==> config.mk <==
export PLATFORM = sky130hd
export DESIGN_NAME = llr_front
export DESIGN_NICKNAME = d
export VERILOG_FILES = /design/src/rtl/core/llr_pkg.sv /design/src/rtl/core/llr_front.sv
export SDC_FILE = /design/constraint.sdc
export NUM_CORES = 1
export LEC_CHECK = 0
export BUFFER_PORTS_ARGS = -buffer_cell sky130_fd_sc_hd__buf_4
export CAP_MARGIN = 10
export CELL_PAD_IN_SITES_DETAIL_PLACEMENT = 1
export CELL_PAD_IN_SITES_GLOBAL_PLACEMENT = 1
export CORE_ASPECT_RATIO = 0.6
export CORE_UTILIZATION = 53
export CTS_CLUSTER_DIAMETER = 50
export DETAILED_ROUTE_END_ITERATION = 10
export PLACE_DENSITY_LB_ADDON = 0.1
export SLEW_MARGIN = 20
export SYNTH_ARGS = -nofsm -noshare
export SYNTH_HDL_FRONTEND = slang
export SYNTH_SLANG_ARGS = --single-unit
==> constraint.sdc <==
create_clock -name clk -period 4.5 [get_ports clk]
set_input_delay 0.9 -clock clk [delete_from_list [all_inputs] [get_ports clk]]
set_output_delay 0.9 -clock clk [all_outputs]
set_load 0.005 [all_outputs]
==> src/rtl/core/llr_pkg.sv <==
// shared types and constants of the log ring line reader
package llr_pkg;

	localparam int unsigned RING_BYTES = 65536;
	localparam int unsigned ADDR_W     = $clog2(RING_BYTES);
	localparam int unsigned FILL_W     = ADDR_W + 1;

	localparam logic [FILL_W-1:0] FILL_MAX = FILL_W'(RING_BYTES);

	localparam int unsigned COUNT_W = 17;
	localparam logic [COUNT_W-1:0] COUNT_MAX = '1;

	localparam int unsigned CAP_W = 7;
	localparam logic [CAP_W-1:0] CAP_RESET = 7'd64;
	localparam logic [CAP_W-1:0] CAP_LIMIT = 7'd64;

	localparam logic [7:0] NEWLINE_BYTE = 8'h0A;

	localparam int unsigned QUEUE_DEPTH = 4;
	localparam int unsigned QPTR_W      = $clog2(QUEUE_DEPTH);

	localparam logic [1:0] OP_WRITE = 2'd0;
	localparam logic [1:0] OP_COUNT = 2'd1;
	localparam logic [1:0] OP_READ  = 2'd2;

	typedef struct packed {
		logic [1:0]  operation;
		logic [7:0]  byte_value;
		logic [15:0] line_index;
	} llr_cmd_t;

endpackage

==> src/rtl/core/llr_front.sv <==
// front end: accepts items, drops unused codes, queues commands for the back end
module llr_front (
	input  logic              clk,
	input  logic              arst_n,
	input  logic              s_tvalid,
	output logic              s_tready,
	input  logic [23:0]       s_tdata,
	input  logic [1:0]        s_tuser,
	output logic              cmd_valid,
	output llr_pkg::llr_cmd_t cmd,
	input  logic              cmd_pop
);

	llr_pkg::llr_cmd_t                 queue_q [llr_pkg::QUEUE_DEPTH];
	logic [llr_pkg::QPTR_W-1:0]        wr_ptr_q;
	logic [llr_pkg::QPTR_W-1:0]        rd_ptr_q;
	logic [llr_pkg::QPTR_W:0]          level_q;
	logic                              push;
	logic                              pop;
	logic                              known_op;

	// code 3 is accepted and dropped
	assign known_op = s_tuser inside {llr_pkg::OP_WRITE, llr_pkg::OP_COUNT, llr_pkg::OP_READ};

	assign s_tready  = (level_q != (llr_pkg::QPTR_W+1)'(llr_pkg::QUEUE_DEPTH));
	assign push      = s_tvalid && s_tready && known_op;
	assign cmd_valid = (level_q != '0);
	assign pop       = cmd_pop && cmd_valid;
	assign cmd       = queue_q[rd_ptr_q];

	always_ff @(posedge clk) begin
		if (push) begin
			queue_q[wr_ptr_q] <= '{operation: s_tuser, byte_value: s_tdata[7:0],
				line_index: s_tdata[23:8]};
		end
	end

	always_ff @(posedge clk or negedge arst_n) begin
		if (!arst_n) begin
			wr_ptr_q <= '0;
			rd_ptr_q <= '0;
			level_q  <= '0;
		end else begin
			if (push) begin
				wr_ptr_q <= wr_ptr_q + 1'b1;
			end
			if (pop) begin
				rd_ptr_q <= rd_ptr_q + 1'b1;
			end
			case ({push, pop})
				2'b10:   level_q <= level_q + 1'b1;
				2'b01:   level_q <= level_q - 1'b1;
				default: level_q <= level_q;
			endcase
		end
	end

endmodule

==> impl_metrics.tcl, run 1 <==
set metrics [dict create \
    highest_layer "met4" \
    synth_area_mm2 0.00418 \
    num_antenna_cells 0 \
    fin_hold_ws_ns 0.361 \
    status "finished clean" \
    required_ns 3.60 \
    r2r_setup_slack_ns 1.98 \
    setup_viol 0 \
    met1_length_um 3390 \
    holdBufCountCts 0 \
    final_cell_mix "104 x edfxtp_1, 58 x buf_4, 26 x mux4_2" \
    drcViolationCount 0 \
    fp.coreArea_mm2 0.00745 \
    vias 1916 \
    initial_core_util 0.562 \
    avgSynthCellArea_um2 23.9 \
    p_sw_mw 0.863 \
    layout-drive-gt1-share 0.446 \
    insertion_delay_ns 0.35 \
    die_w_um 117 \
    cts_max_level 3 \
    antenna_found_initial 0 \
    routed_via_density 5.54 \
    num_rows 24 \
    grt_max_degree 29 \
    grt_pass1_wl_um 12100 \
    critPathArrivalTime_ns 2.14 \
    clock-sinks 111 \
    worstMarginPinSlew_ns 0.928 \
    path_clk_slew_ns 0.07 \
    numCtsBuffers 9 \
    switching_share 0.276 \
    max_slew_margin 0.382 \
    ios 58 \
    grt_pass1_vias 2067 \
    r2r_end "level_q[2]" \
    r2r_cells 9 \
    final_common_cell "edfxtp_1" \
    crit_type "reg2out" \
    dr.pass1.iters 4 \
    cts_setup_buffers 0 \
    place_congestion 0.673 \
    cts_tree "yes" \
    fin_area_mm2 0.00500 \
    dp_hpwl_um 4750 \
    ys_ff_latch 111 \
    min_period_ns 3.04 \
    wirelength_um 7910 \
    fp.dieH_um 70.8 \
    max_freq_mhz 329 \
    drtIter0Drc 168 \
    syn_to_final_growth_pct 19.6 \
    cellPowerDensity_mw_per_mm2 624 \
    die-area_mm2 0.00827 \
    fin_tns_setup_ns 0 \
    cts_root_buf "clkbuf_16" \
    seq_power_share 0.484 \
    intPower_mw 2.26 \
    fin_crit_sh 0.675 \
    end_kind "output pin" \
    dr_wl_met3_um 354 \
    power_frac_comb 0.266 \
    hold_viol_final 0 \
    ctsResizeCount 0 \
    critPathMaxFanout 28 \
    fin_skew_ns 0.00587 \
    grt_usage 0.216 \
    start_kind "flop" \
    grt_overflow 0 \
    ant_nets 0 \
    cts_buffer_depth 2 \
    fin_nets 273 \
    synthDistinctLibCells 22 \
    synth_top_area_frac 0.746 \
    max-cap-violations 0 \
    fill_cells 626 \
    rsz0062_at_grt "false" \
    ir_drop_mv 0.250 \
    slew_violations 0 \
    leakagePower_nw 1.75 \
    ys_warn_count 0 \
    dpl_cell_area_mm2 0.00471 \
    hold_path_class "in2async" \
    clockPowerShare 0.250 \
    io_buffer_count 57 \
    wl_met2_um 4010 \
    synth_area_leaders "edfxtp_1 75%, mux4_2 14%, dfrtp_1 4.2%, ha_1 1.5%, xnor2_1 0.63%" \
    ys_seq_area_frac 0.788 \
    utilization 0.672 \
    synth_largest_area_cell "edfxtp_1" \
    r2r_start "level_q[0]" \
    p_total_mw 3.12 \
    wl_per_cell_um 22.9 \
    netlist_instances 175 \
    synth_nets 211 \
]
metal layers:
metal	vias up	global-route usage
met1	1017	0.279
met3	11	0.0703
met4	0	0.0788
met2	52	0.348
li1	836	-
met5	-	0
registers in the layout, summed over array words and instances, names as in the netlist:
signal,flops
rd_ptr_q,2
level_q,3
queue_q,104
wr_ptr_q,2
cell type report:
type / instances / area (um2) / area share
Inverter: 6 / 22.5 / 0.00450
Multi-Input combinational cell: 51 / 818 / 0.164
Clock inverter: 7 / 72.6 / 0.0145
Clock buffer: 9 / 225 / 0.0450
Tap cell: 104 / 130 / 0.0260
Sequential cell: 111 / 3300 / 0.660
Timing Repair Buffer: 58 / 435 / 0.0870
synthesized netlist by cell type:
cell / n
and2_1: 1
nor2_1: 1
mux2i_1: 1
o31a_2: 1
and3_1: 1
buf_2: 3
ha_1: 5
xnor2_1: 3
buf_6: 1
inv_1: 6
mux2_4: 1
fa_1: 1
buf_1: 1
or3_2: 1
xor2_1: 3
buf_4: 2
and2_2: 3
dfrtp_1: 7
edfxtp_1: 104
or3b_1: 1
mux4_2: 26
nand2_1: 2
worst max path at each step:
stage	startpoint	endpoint	slack [ns]
3_5_place_dp	rd_ptr_q[0]	cmd[2]	1.79
3_3_place_gp	rd_ptr_q[0]	cmd[1]	1.81
6_report	rd_ptr_q[0]	cmd[21]	1.46
2_1_floorplan	s_tuser[0]	level_q[2]	2.19
4_1_cts	rd_ptr_q[0]	cmd[2]	1.41
5_1_grt	rd_ptr_q[0]	cmd[2]	1.30
power by group through the flow:
stage | Clock, mW | Combinational (mW) | Sequential (mW)
6_report | 0.781 | 0.829 | 1.51
3_5_place_dp | 0 | 0.821 | 1.54
5_1_grt | 0.834 | 0.894 | 1.54
3_3_place_gp | 0 | 0.790 | 1.51
2_1_floorplan | 0 | 0.574 | 1.38
4_1_cts | 0.797 | 0.846 | 1.52
critical path: stages (launching register included):
cell and delay (ns):
dfrtp_2 0.98, mux4_2 0.64, buf_4 0.16
kinds of logic after synthesis:
family,after synthesis,synth area share
compound gates,1,0.00239
flops,111,0.788
simple gates,10,0.0150
fa+ha+maj,6,0.0197
buf+inv,13,0.0161
xor+xnor,6,0.0126
mux,28,0.146
through the flow:
step | cells | setup slack [ns]
after floorplan | 175 | 2.19
after global placement | 330 | 1.81
after detailed placement | 330 | 1.79
after CTS | 346 | 1.41
after global routing | 346 | 1.30
final | 346 | 1.46
Power figures use the tool's default switching activity.
==> run 2, diff against run 1 <==
--- a/config.mk
+++ b/config.mk
@@ -5,12 +5,13 @@
 export SDC_FILE = /design/constraint.sdc
 export NUM_CORES = 1
 export LEC_CHECK = 0
+export ABC_AREA = 1
 export BUFFER_PORTS_ARGS = -buffer_cell sky130_fd_sc_hd__buf_4
 export CAP_MARGIN = 10
 export CELL_PAD_IN_SITES_DETAIL_PLACEMENT = 1
 export CELL_PAD_IN_SITES_GLOBAL_PLACEMENT = 1
 export CORE_ASPECT_RATIO = 0.6
-export CORE_UTILIZATION = 53
+export CORE_UTILIZATION = 43
 export CTS_CLUSTER_DIAMETER = 50
 export DETAILED_ROUTE_END_ITERATION = 10
 export PLACE_DENSITY_LB_ADDON = 0.1
==> constraint.sdc (replaced) <==
create_clock -name clk -period 2.7 [get_ports clk]
set_input_delay 0.54 -clock clk [delete_from_list [all_inputs] [get_ports clk]]
set_output_delay 0.54 -clock clk [all_outputs]
set_load 0.005 [all_outputs]
==> run 2 against run 1 <==
Net effect: the flow now finishes with violations (DRC); cell count is 65% higher; global-route usage is 3.1 points lower; flip-flop and latch count stayed put; worst setup slack worse by 1.1 ns; count of clock-buffer cells in the layout stayed put; sequential power is 53% higher; area after synthesis is 14% higher; critical path depth is 4 higher; register-to-register slack worse by 1.4 ns.
==> impl_metrics.tcl, run 2 <==
set metrics [dict create \
    hold_viol_final 0 \
    grt_pass1_vias 2964 \
    initial_core_util 0.447 \
    critPathArrivalTime_ns 1.78 \
    required_ns 2.16 \
    r2r_start "level_q[0]" \
    use_met3 0.0511 \
    hold_path_class "in2reg" \
    max_slew_margin 0.700 \
    num_rows 29 \
    layout-drive-gt1-share 0.299 \
    drtIter0Drc 119 \
    ios 58 \
    use_met1 0.247 \
    insertion_delay_ns 0.35 \
    final_common_cell "edfxtp_1" \
    vias 2769 \
    grt_pass1_wl_um 15800 \
    fin_skew_ns 0.00705 \
    status "complete, but fails checks" \
    violations "DRC" \
    largest_register "queue_q" \
    crit_slowest_cell "dfrtp_1" \
    synth_largest_area_cell "edfxtp_1" \
    synth_edf_count 104 \
    cts_root_buf "clkbuf_16" \
    cts_tree "yes" \
    synth.most_common_cell "edfxtp_1" \
    min_period_ns 2.32 \
    endpoint "cmd[25]" \
    avgSynthCellArea_um2 13.1 \
    r2r_cells 10 \
    synth_area_mm2 0.00478 \
    fp.coreArea_mm2 0.0107 \
    ys_ff_latch 111 \
    slew_violations 0 \
    synth_area_leaders "edfxtp_1 65%, o211ai_2 10%, nand2_1 7.5%, inv_1 4.9%, dfrtp_1 3.7%" \
    max_freq_mhz 431 \
    grt_usage 0.185 \
    critPathMaxFanout 48 \
    worstMarginPinSlew_ns 0.449 \
    final_cell_mix "104 x edfxtp_1, 95 x nand2_1, 63 x inv_1" \
    hold_depth 1 \
    syn_to_final_growth_pct 20.1 \
    synth_nets 400 \
    crit_start "rd_ptr_q[0]" \
    cts_max_level 3 \
    die-area_mm2 0.0116 \
    path_clk_slew_ns 0.07 \
    cts_setup_buffers 0 \
    ys_warn_count 0 \
    grt_max_degree 49 \
    synthDistinctLibCells 19 \
    ir_drop_mv 0.436 \
    crit_type "reg2out" \
    netlist_instances 364 \
    synth-main-ff-cell "edfxtp_1" \
    io_buffer_count 57 \
    ys_seq_area_frac 0.690 \
    numCtsBuffers 9 \
    synth_top_area_frac 0.653 \
    largest_reg_flops 104 \
    ys_top_cells_by_count "104 x edfxtp_1, 95 x nand2_1, 63 x inv_1" \
    cts_buffer_depth 2 \
    dr.pass1.iters 7 \
    top_regs "queue_q: 104 flops, level_q: 3 flops" \
    top_usage_layer "met2" \
    fill_cells 1084 \
    dpl.cell_count 553 \
    antenna_found_initial 0 \
    slowest_delay_ns 0.43 \
    wirelength_um 9690 \
    drcViolationCount 2 \
    num_antenna_cells 0 \
    wl_per_cell_um 17.0 \
    leakagePower_nw 2.39 \
    ant_nets 0 \
    fin_cells 570 \
    fin_nets 462 \
    ys_async_sr_fraction 0.0631 \
    met2_usage 0.294 \
    start_kind "flop" \
    end_kind "output pin" \
    setup_viol 0 \
    grt_overflow 0 \
    crit_top_cell "nand2_1" \
    clock-sinks 111 \
    r2r_setup_slack_ns 0.62 \
    path_cells "inv_4 > buf_12 > nand2_1 > o211ai_1 > nand2_1 > buf_4" \
    max-cap-violations 0 \
    dp_hpwl_um 6290 \
    routed_via_density 4.86 \
    fin_crit_sh 0.860 \
    fin_tns_setup_ns 0 \
    rsz0062_at_grt "false" \
    r2r_end "level_q[2]" \
    utilization 0.537 \
    fp.dieH_um 83.7 \
    die_w_um 138 \
    cellPowerDensity_mw_per_mm2 1030 \
    place_congestion 0.734 \
]
[run 2: changes by cell type in the layout (fill, tap and decap cells not counted), sizes merged, moves of 2 or more]
cell    delta
nor2       +3
inv       +62
nand2     +94
mux4      -26
xnor2      -2
xor2       -3
and2       -4
buf        +8
nand3      +7
o211ai    +52
[run 2: worst min-delay path by stage]
| stage | from | endpoint | slack, ns |
|---|---|---|---|
| after global routing | s_tdata[5] | queue_q[1][21] | 0.38 |
| final | s_tdata[23] | queue_q[0][15] | 0.39 |
| after detailed placement | arst_n | wr_ptr_q[1] | 0.36 |
| after global placement | arst_n | wr_ptr_q[0] | 0.36 |
| after floorplan | arst_n | level_q[0] | 0.24 |
| after CTS | s_tdata[5] | queue_q[2][21] | 0.38 |
[run 2: cell type report]
cell class / count / area, um2 / area share
flip-flops and latches: 111 / 3300 / 0.574
clock inverters: 7 / 71.3 / 0.0124
clock buffers: 9 / 225 / 0.0392
inverters: 68 / 258 / 0.0449
multi-input cells: 169 / 1140 / 0.198
repair buffers: 67 / 581 / 0.101
well taps: 139 / 174 / 0.0303
[run 2: power breakdown]
group	internal (mW)	leakage (nW)	switching, mW	total (mW)
Combinational	0.958	1.21	1.31	2.26
Sequential	2.19	1.03	0.119	2.31
Clock	0.720	0.141	0.597	1.32
[run 2: kinds of logic (layout without fill, tap and decap cells)]
group | count (synthesis) | count (layout) | share of synthesized area
AOI/OAI and AO/OA | 54 | 54 | 0.125
xor gates and xnor gates | 1 | 1 | 0.00183
adders and majority gates | 6 | 6 | 0.0173
buffers and inverters | 84 | 151 | 0.0793
DFF | 111 | 111 | 0.690
and+or+nand+nor | 108 | 108 | 0.0876
[run 2: routing by layer]
layer | wire [um] | vias up
met3 | 357 | 10
met5 | 0 | -
met2 | 4550 | 46
met1 | 4690 | 1345
met4 | 95 | 0
li1 | - | 1368
[run 2: through the flow]
step	instance area, um2	hold WS (ns)	worst slack (ns)	power, mW
final	5740	0.390	0.378	5.89
after global routing	5740	0.382	0.288	6.27
after global placement	5440	0.363	0.572	4.57
after CTS	5740	0.381	0.362	6.00
after floorplan	4780	0.244	0.269	3.73
after detailed placement	5440	0.362	0.460	4.66
[run 2: critical path: cells and delay by family (launching register included)]
family	cells	cell delay [ns]
AOI/OAI and AO/OA	1	0.10
buffers and inverters	3	0.69
and+or+nand+nor	2	0.21
DFF	1	0.43
[run 2: what timing repair did]
| action | CTS | global route |
|---|---|---|
| hold buffers | 1 | 0 |
| endpoints found under the setup margin | 0 | 0 |
| gates resized for setup | 0 | 0 |
| endpoints found under the hold margin | 7 | 0 |
==> run 3, diff against run 2 <==
--- a/config.mk
+++ b/config.mk
@@ -8,13 +8,11 @@
 export ABC_AREA = 1
 export BUFFER_PORTS_ARGS = -buffer_cell sky130_fd_sc_hd__buf_4
 export CAP_MARGIN = 10
-export CELL_PAD_IN_SITES_DETAIL_PLACEMENT = 1
-export CELL_PAD_IN_SITES_GLOBAL_PLACEMENT = 1
 export CORE_ASPECT_RATIO = 0.6
-export CORE_UTILIZATION = 43
+export CORE_UTILIZATION = 52
 export CTS_CLUSTER_DIAMETER = 50
 export DETAILED_ROUTE_END_ITERATION = 10
-export PLACE_DENSITY_LB_ADDON = 0.1
+export PLACE_DENSITY = 0.75
 export SLEW_MARGIN = 20
 export SYNTH_ARGS = -nofsm -noshare
 export SYNTH_HDL_FRONTEND = slang
==> run 3 against run 2 <==
Net effect: the flow now finishes without violations; highest routed layer unchanged; sequential power is essentially flat; largest power group unchanged; non-clock buffer count grew 1; die area shrank 17%; worst hold slack gained 0.00077 ns; largest cell class unchanged.
==> impl_metrics.tcl, run 3 (synthesis results as in run 2) <==
set metrics [dict create \
    cp.buffers_inverters 3 \
    fin_tns_setup_ns 0 \
    critPathMaxFanout 48 \
    cellPowerDensity_mw_per_mm2 1050 \
    fin_nets 463 \
    vias 2751 \
    leakagePower_nw 2.40 \
    hold_viol_final 0 \
    rsz0062_at_grt "false" \
    intPower_mw 4.01 \
    setup_viol 0 \
    grt_max_degree 49 \
    r2r_setup_slack_ns 0.69 \
    cts_buffer_depth 2 \
    dr.pass1.iters 5 \
    slowest_delay_ns 0.42 \
    fill_cells 648 \
    grt_overflow 0 \
    crit_top_cell "nand2_1" \
    wirelength_um 8520 \
    fin_crit_sh 0.874 \
    worst_slack_ns 0.340 \
    status "finished clean" \
    path_clk_slew_ns 0.07 \
    dp_hpwl_um 5440 \
    io_buffer_count 57 \
    path_cells "inv_4 > buf_12 > nand2_1 > o211ai_1 > nand2_1 > buf_4" \
    crit_type "reg2out" \
    ir_drop_mv 0.581 \
    drcViolationCount 0 \
    insertion_delay_ns 0.35 \
    hold_path_class "in2reg" \
    die-area_mm2 0.00960 \
    layout-drive-gt1-share 0.303 \
    clock-sinks 111 \
    num_antenna_cells 0 \
    r2r_end "level_q[2]" \
    num_rows 26 \
    antenna_found_initial 0 \
    max_slew_margin 0.707 \
    fp.coreArea_mm2 0.00872 \
    r2r_cells 10 \
    critPathArrivalTime_ns 1.82 \
    final_common_cell "edfxtp_1" \
    die_w_um 126 \
    cts_root_buf "clkbuf_16" \
    largest_register "queue_q" \
    p_sw_mw 1.96 \
    hold_depth 1 \
    min_period_ns 2.36 \
    hold_start "s_tdata[4]" \
    power_frac_comb 0.369 \
    grt_pass1_wl_um 14100 \
    switching_share 0.328 \
    end_kind "output pin" \
    ios 58 \
    largest_reg_flops 104 \
    seq_area_mm2 0.00330 \
    r2r_start "level_q[0]" \
    grt_pass1_vias 2716 \
    required_ns 2.16 \
    crit_slowest_cell "dfrtp_1" \
    cts_max_level 3 \
    top_regs "queue_q: 104 flops, level_q: 3 flops" \
    wl_per_cell_um 15.7 \
    hold_path_end "queue_q[2][20]" \
    start_kind "flop" \
    initial_core_util 0.549 \
    numCtsBuffers 9 \
    fin_hold_ws_ns 0.391 \
    grt_usage 0.200 \
    worstMarginPinSlew_ns 0.439 \
    seq_power_share 0.385 \
    drtIter0Drc 156 \
    place_ws_ns 0.526 \
    fin_skew_ns 0.00478 \
    syn_to_final_growth_pct 19.3 \
    utilization 0.655 \
    crit_family "buffers and inverters" \
    routed_via_density 5.06 \
    cts_tree "yes" \
    place_congestion 0.770 \
    final_cell_mix "104 x edfxtp_1, 95 x nand2_1, 65 x buf_4" \
    multi_input_area_mm2 0.00114 \
    fp.dieH_um 76.3 \
    max_freq_mhz 424 \
    slew_violations 0 \
    ant_nets 0 \
    max-cap-violations 0 \
    clockPowerShare 0.246 \
]
run 3: changes by cell type in the layout (fill, tap and decap cells not counted):
cell / previous run / this run
buf_12: 6 / 2
buf_4: 60 / 65
bufinv_16: 1 / 3
clkinv_1: 2 / 1
clkinv_2: 0 / 2
clkinv_4: 2 / 0
inv_6: 1 / 0
run 3: worst max path at each step:
stage                start  slack [ns]            end  depth (start not counted)
2_1_floorplan     s_tvalid        0.27  queue_q[0][0]                          4
3_3_place_gp    s_tuser[0]        0.60     level_q[1]                          7
3_5_place_dp    s_tuser[0]        0.53     level_q[1]                          7
4_1_cts        rd_ptr_q[0]        0.32         cmd[1]                          6
5_1_grt        rd_ptr_q[0]        0.21         cmd[1]                          6
6_report       rd_ptr_q[0]        0.34         cmd[1]                          6
run 3: cell type report:
cell class	instances	share of cell area
sequential	111	0.578
clock inverter	7	0.0195
timing repair buffer	68	0.0943
inverter	68	0.0452
multi-input combinational	169	0.199
tap	112	0.0246
clock buffer	9	0.0395
run 3: per-layer routing:
metal,wire length [um],vias to the layer above,GRT usage
met2,3940,65,0.312
met1,4060,1311,0.273
met5,0,-,0
met3,446,7,0.0681
li1,-,1368,-
met4,68,0,0.0470
run 3: stage by stage:
stage	cells	instance area [um2]	total power [mW]
after global placement	527	5360	4.50
final	544	5710	5.98
after floorplan	364	4780	3.73
after global routing	544	5710	6.34
after detailed placement	527	5360	4.56
after CTS	544	5710	6.04
run 3: power by group through the flow:
stage / Sequential [mW] / Clock [mW] / Combinational [mW]
after CTS: 2.30 / 1.50 / 2.24
final: 2.30 / 1.47 / 2.21
after detailed placement: 2.33 / 0 / 2.23
after floorplan: 2.32 / 0 / 1.41
after global routing: 2.32 / 1.56 / 2.46
after global placement: 2.32 / 0 / 2.17
run 3: worst register-to-register path, cell delays in order, from the launching register on:
cell and delay, ns:
dfrtp_1 0.41, inv_2 0.09, nand3_1 0.17, nand2_2 0.29, ha_1 0.22, inv_1 0.06, fa_1 0.38, nand2_1 0.10
nand3_1 0.08, nand2_1 0.06, nand2_1 0.04
run 3: timing repair:
| action | 4_1_cts | 5_1_grt |
|---|---|---|
| setup buffers | 0 | 0 |
| hold buffers | 1 | 0 |
| resized for setup | 0 | 0 |
| setup endpoints to repair | 0 | 0 |
| hold endpoints to repair | 7 | 0 |
